`config.mk`:
```
export PLATFORM = sky130hd
export DESIGN_NAME = brent_div
export DESIGN_NICKNAME = d
export VERILOG_FILES = /design/src/brent_pkg.sv /design/src/brent_div.sv
export SDC_FILE = /design/constraint.sdc
export NUM_CORES = 1
export LEC_CHECK = 0
export BUFFER_PORTS_ARGS = -buffer_cell sky130_fd_sc_hd__clkbuf_2
export CORE_MARGIN = 5
export CORE_UTILIZATION = 35
export CTS_BUF_LIST = sky130_fd_sc_hd__clkbuf_8
export DETAILED_ROUTE_END_ITERATION = 6
export REMOVE_ABC_BUFFERS = 1
export SLEW_MARGIN = 20
export SYNTH_ARGS = -nofsm -noshare
export SYNTH_HDL_FRONTEND = slang
export SYNTH_SLANG_ARGS = --single-unit
```
`constraint.sdc`:
```
create_clock -name clk -period 5.2 [get_ports clk]
set_clock_uncertainty 0.05 [all_clocks]
set_input_delay 1.04 -clock clk [delete_from_list [all_inputs] [get_ports clk]]
set_output_delay 1.04 -clock clk [all_outputs]
set_load 0.005 [all_outputs]
```
`src/brent_pkg.sv`:
```
`timescale 1ns / 1ps
// ----------------------------------------------------------------------------
// brent_pkg
// Shared constants, codes and types of the Brent line minimizer.
// ----------------------------------------------------------------------------
package brent_pkg;

	localparam int WORD_WIDTH_DEF = 32;
	localparam int FRAC_BITS_DEF  = 16;

	localparam int FIELD_W = 32;
	localparam int TOL_W   = 16;
	localparam int ITER_W  = 10;
	localparam int CNT_W   = 11;
	localparam int IDX_W   = 2;
	localparam int IN_DATA_W  = 7 * FIELD_W;
	localparam int OUT_DATA_W = 112;

	localparam logic [TOL_W-1:0]  TOL_RESET   = 16'd66;
	localparam logic [ITER_W-1:0] LIMIT_RESET = 10'd100;

	// 1/golden ratio squared as a Q0.32 fraction
	localparam logic [63:0] GOLD_Q32 = 64'd1640531527;

	localparam logic [IDX_W-1:0] REG_TOL     = 2'd0;
	localparam logic [IDX_W-1:0] REG_LIMIT   = 2'd1;
	localparam logic [IDX_W-1:0] REG_VARIANT = 2'd2;

	localparam logic OP_START  = 1'b0;
	localparam logic OP_SAMPLE = 1'b1;
	localparam logic VAR_ORIG  = 1'b0;

	typedef enum logic [1:0] {
		PH_IDLE,
		PH_WAIT_INIT,
		PH_WAIT_SAMPLE,
		PH_DONE
	} phase_t;

	typedef enum logic [4:0] {
		S_IDLE, S_ST1, S_ST2, S_HEAD, S_TOL, S_CHK,
		S_P1, S_P2, S_P3, S_P4, S_P5, S_P6, S_P7, S_P8, S_P9,
		S_GOLD, S_GOLD2, S_DIV, S_DIVC, S_STEP
	} seq_t;

	typedef struct packed {
		logic busy;
		logic done;
	} div_stat_t;

endpackage

```
`src/brent_div.sv`:
```
`timescale 1ns / 1ps
// ----------------------------------------------------------------------------
// brent_div
// Restoring fixed-point divider, one quotient bit per cycle, saturating.
// ----------------------------------------------------------------------------
module brent_div import brent_pkg::*; #(
	parameter int W = WORD_WIDTH_DEF,
	parameter int F = FRAC_BITS_DEF
) (
	input  logic                clk,
	input  logic                arst_n,
	input  logic                start,
	input  logic signed [W-1:0] num,
	input  logic signed [W-1:0] den,
	output logic signed [W-1:0] quo,
	output div_stat_t           stat
);

	localparam int NW = W + F;
	localparam int CW = $clog2(NW + 1);

	logic          busy_q, done_q, neg_q;
	logic [CW-1:0] cnt_q;
	logic [W-1:0]  rem_q, den_q;
	logic [NW-1:0] num_q, quo_q;
	logic [W:0]    trial;
	logic [NW-1:0] lim, mag;
	logic [W-1:0]  num_mag, den_mag;

	assign num_mag = num[W-1] ? W'(-num) : W'(num);
	assign den_mag = den[W-1] ? W'(-den) : W'(den);
	assign trial   = {rem_q, num_q[NW-1]};

	always_ff @(posedge clk or negedge arst_n) begin
		if (!arst_n) begin
			busy_q <= 1'b0;
			done_q <= 1'b0;
			cnt_q  <= '0;
		end else begin
			done_q <= busy_q && (cnt_q == CW'(1));
			if (start) begin
				busy_q <= 1'b1;
				cnt_q  <= CW'(NW);
			end else if (busy_q) begin
				cnt_q <= cnt_q - CW'(1);
				if (cnt_q == CW'(1)) busy_q <= 1'b0;
			end
		end
	end

	always_ff @(posedge clk) begin
		if (start) begin
			num_q <= {num_mag, {F{1'b0}}};
			den_q <= den_mag;
			rem_q <= '0;
			quo_q <= '0;
			neg_q <= num[W-1] ^ den[W-1];
		end else if (busy_q) begin
			num_q <= {num_q[NW-2:0], 1'b0};
			if (trial >= {1'b0, den_q}) begin
				rem_q <= W'(trial - {1'b0, den_q});
				quo_q <= {quo_q[NW-2:0], 1'b1};
			end else begin
				rem_q <= trial[W-1:0];
				quo_q <= {quo_q[NW-2:0], 1'b0};
			end
		end
	end

	// clamp to the word range, one more on the negative side
	assign lim  = {{(F+1){1'b0}}, {(W-1){1'b1}}} + {{(NW-1){1'b0}}, neg_q};
	assign mag  = (quo_q > lim) ? lim : quo_q;
	assign quo  = neg_q ? -$signed(mag[W-1:0]) : $signed(mag[W-1:0]);
	assign stat = '{busy: busy_q, done: done_q};

endmodule

```
==> flow_metrics.env <==
export IMPL_status="completed"
export IMPL_irDropWorstVdd_uv=170
export IMPL_vias=8783
export IMPL_period_needed_ps=4930
export IMPL_synth_main_ff_cell="dfxtp_1"
export IMPL_tritoncts="yes"
export IMPL_yosysSeqAreaShare_pct=35.7
export IMPL_reg2reg_depth=12
export IMPL_synth_area_um2=10500
export IMPL_powerDensity_nw_per_um2=365
export IMPL_worst_path_max_fanout=17
export IMPL_drc=0
export IMPL_maxCapViolCount=0
export IMPL_relSlewSlack_pct=38.7
export IMPL_overflow=0
export IMPL_synth_edff_count=65
export IMPL_startpoint_type="flop"
export IMPL_grt_use_total_pct=14.8
export IMPL_row_count=63
export IMPL_vias_per_cell=5.20
export IMPL_slew_violations=0
export IMPL_antenna_found_initial=0
export IMPL_grt_pass1_wl_um=41700
export IMPL_yosys_warnings=0
export IMPL_gp_congestion=0.847
export IMPL_cp_arrival_ps=3840
export IMPL_path_clk_slew_ps=100
export IMPL_internal_power_uw=2640
export IMPL_clockPowerShare_pct=20.9
export IMPL_fmax_mhz=203
export IMPL_die_w_um=183
export IMPL_clock_latency_ps=460
export IMPL_finalPower_uw=4360
export IMPL_syn_inst=1208
export IMPL_switching_share_pct=39.4
export IMPL_setup_tns_ps=0
export IMPL_reg2reg_slack_ps=1310
export IMPL_rr_startpoint="den_q[1]"
export IMPL_worstSetupEndpointType="output port"
export IMPL_fin_util_pct=40.3
export IMPL_power_switching_uw=1720
export IMPL_clk_path_buf_depth=2
export IMPL_dp_hpwl_um=17700
export IMPL_pwr_share_seq_pct=35.7
export IMPL_numCtsBuffers=17
export IMPL_ant_nets=0
export IMPL_initial_utilization_pct=35.4
export IMPL_fin_hold_ws_ps=377
export IMPL_cts_max_level=4
export IMPL_wl_um=25100
export IMPL_fillers=3063
export IMPL_combinationalPowerShare_pct=43.5
export IMPL_critPathMaxStageDelay_ps=510
export IMPL_syn_area_per_cell_um2=8.70
export IMPL_syn_to_final_growth_pct=13.6
export IMPL_crit_type="flop to output port"
export IMPL_ys_ff_latch=153
export IMPL_drt_iter0_drc=408
export IMPL_required_ps=4110
export IMPL_synth_distinct_cells=69
export IMPL_drive_gt1_share_pct=14.0
export IMPL_hold_viol=0
export IMPL_die_area_um2=33600
export IMPL_die_h_um=183
export IMPL_synthArstFlopShare_pct=5.23
export IMPL_io_pins=101
export IMPL_nets=1423
export IMPL_drtPass1Iterations=4
export IMPL_grt_pass1_vias=8401
export IMPL_antenna_cells=0
export IMPL_critical_path_cell_chain="buf_12 > ha_1 > nand4_1 > or2_2 > nor4_4 > or2_4 > nand2_4 > o21ai_2 > ha_4 > clkinvlp_4 > o311ai_2 > o21ai_0 > a2bb2oi_1 > clkbuf_2"
export IMPL_cts_sink_count=153
export IMPL_p_leak_uw=0.00549
export IMPL_core_area_um2=29600
export IMPL_grt_max_degree=88
export IMPL_hold_path_class="input port to async pin"
export IMPL_root_buffer="clkbuf_8"
export IMPL_avgRoutedWirePerCell_um=14.9
export IMPL_io_buffers=100
export IMPL_rr_endpoint="rem_q[12]"
export IMPL_crit_path_top_delay_cell="edfxtp_1"
export IMPL_setup_viol=0
export IMPL_post_route_period_util_pct=94.9
export IMPL_tightestPinTransition_ps=919
## stage by stage
stage                     cell area [um2]  instances  setup slack [ps]
after floorplan                     10300       1148              -448
after global placement              11400       1652               575
after detailed placement            11400       1652               456
after CTS                           11800       1684              19.1
after global routing                11900       1689             -38.0
final                               11900       1689               266
## cell families (layout without fill, tap and decap cells)
| family | after synthesis | count (layout) | share of synthesized area [%] |
|---|---|---|---|
| multiplexers | 64 | 64 | 6.15 |
| XOR/XNOR | 94 | 94 | 7.84 |
| flip-flops | 153 | 153 | 35.7 |
| AO/OA/AOI/OAI | 321 | 321 | 19.9 |
| buffers and inverters | 118 | 209 | 4.31 |
| AND/OR/NAND/NOR | 388 | 388 | 17.7 |
| adder cells (fa/ha/maj) | 70 | 70 | 8.41 |
## how the worst max path moves through the flow
stage          start      end  slack [ps]  depth (start not counted)
4_1_cts        neg_q  quo[16]          20                         16
3_3_place_gp   neg_q  quo[16]         570                         16
3_5_place_dp   neg_q  quo[16]         460                         16
6_report       neg_q  quo[16]         270                         14
2_1_floorplan  neg_q  quo[16]        -450                         15
5_1_grt        neg_q  quo[16]         -40                         14
## sequential cells by signal, summed over array words and instances (netlist names)
signal,count
quo_q,48
den_q,32
num_q,32
rem_q,32
cnt_q,6
busy_q,1
done_q,1
neg_q,1
## power by group through the flow
stage	Sequential, uW	Clock (uW)	Combinational (uW)
after global placement	1580	0	1820
after CTS	1550	948	1860
after global routing	1580	1000	2140
after detailed placement	1580	0	1840
after floorplan	1560	0	1380
final	1550	909	1890
## metal layers
layer	up-vias	global-route usage, %	wire length, um
met4	0	3.96	364
met1	4089	20.1	12100
met3	24	2.70	711
met2	122	24.2	11900
li1	4548	-	-
met5	-	0	0
## cells in the mapped netlist (all sizes together), types with 13 or more instances
master / n / area, um2
clkbuf: 48 / 180
ha: 69 / 863
o21ai: 55 / 275
or3: 21 / 131
nand2: 66 / 248
a21o: 26 / 195
nor4: 13 / 87.6
xnor2: 43 / 377
nor2: 176 / 661
o31ai: 19 / 143
nand4: 16 / 100
xor2: 51 / 447
a21oi: 106 / 531
dfxtp: 80 / 1600
mux2i: 60 / 601
edfxtp: 65 / 1950
nor3: 23 / 115
a211oi: 32 / 240
or4: 17 / 135
inv: 58 / 218
o41ai: 13 / 129
## critical path: cells and delay by family, from the launching register on
| kind | cells | cell delay, ps |
|---|---|---|
| AO/OA/AOI/OAI | 4 | 770 |
| adder cells (fa/ha/maj) | 2 | 520 |
| flip-flops | 1 | 510 |
| buffers and inverters | 3 | 510 |
| AND/OR/NAND/NOR | 5 | 1070 |
## layout make-up
cell class	count	area (um2)	area share (%)
multi-input cells	937	6370	53.4
flip-flops and latches	153	3760	31.5
repair buffers	119	697	5.84
well taps	390	488	4.09
clock buffers	17	234	1.96
inverters	58	221	1.86
clock inverters	15	163	1.36
## placed cells by master (no fill, tap or decap), drive strengths merged, types with 5 or more instances in the layout
cell	netlist	routed
dfxtp	80	80
inv	58	67
xor2	51	51
o21ai	55	55
nor3	23	23
xnor2	43	43
o31a	5	5
a211oi	32	32
o41ai	13	13
nand3	11	11
or3	21	21
o31ai	19	19
a21o	26	26
nand4	16	16
and2	5	5
o211ai	6	6
o21a	11	11
buf	12	18
edfxtp	65	65
mux2i	60	60
ha	69	69
clkbuf	48	118
nand2b	11	11
dfrtp	8	8
a21oi	106	106
nor4	13	13
or2	7	7
nand2	66	66
a221o	7	7
or4	17	17
nor2b	7	7
o21bai	10	10
a311oi	6	6
nor2	176	176
## repair_timing
item,4_1_cts,5_1_grt
setup buffers,0,3
setup endpoints to repair,9,15
hold buffers,0,0
cloned,0,2
pin swaps,0,2
gates resized for setup,1,16
No activity file was read; power rests on OpenSTA's default activity.
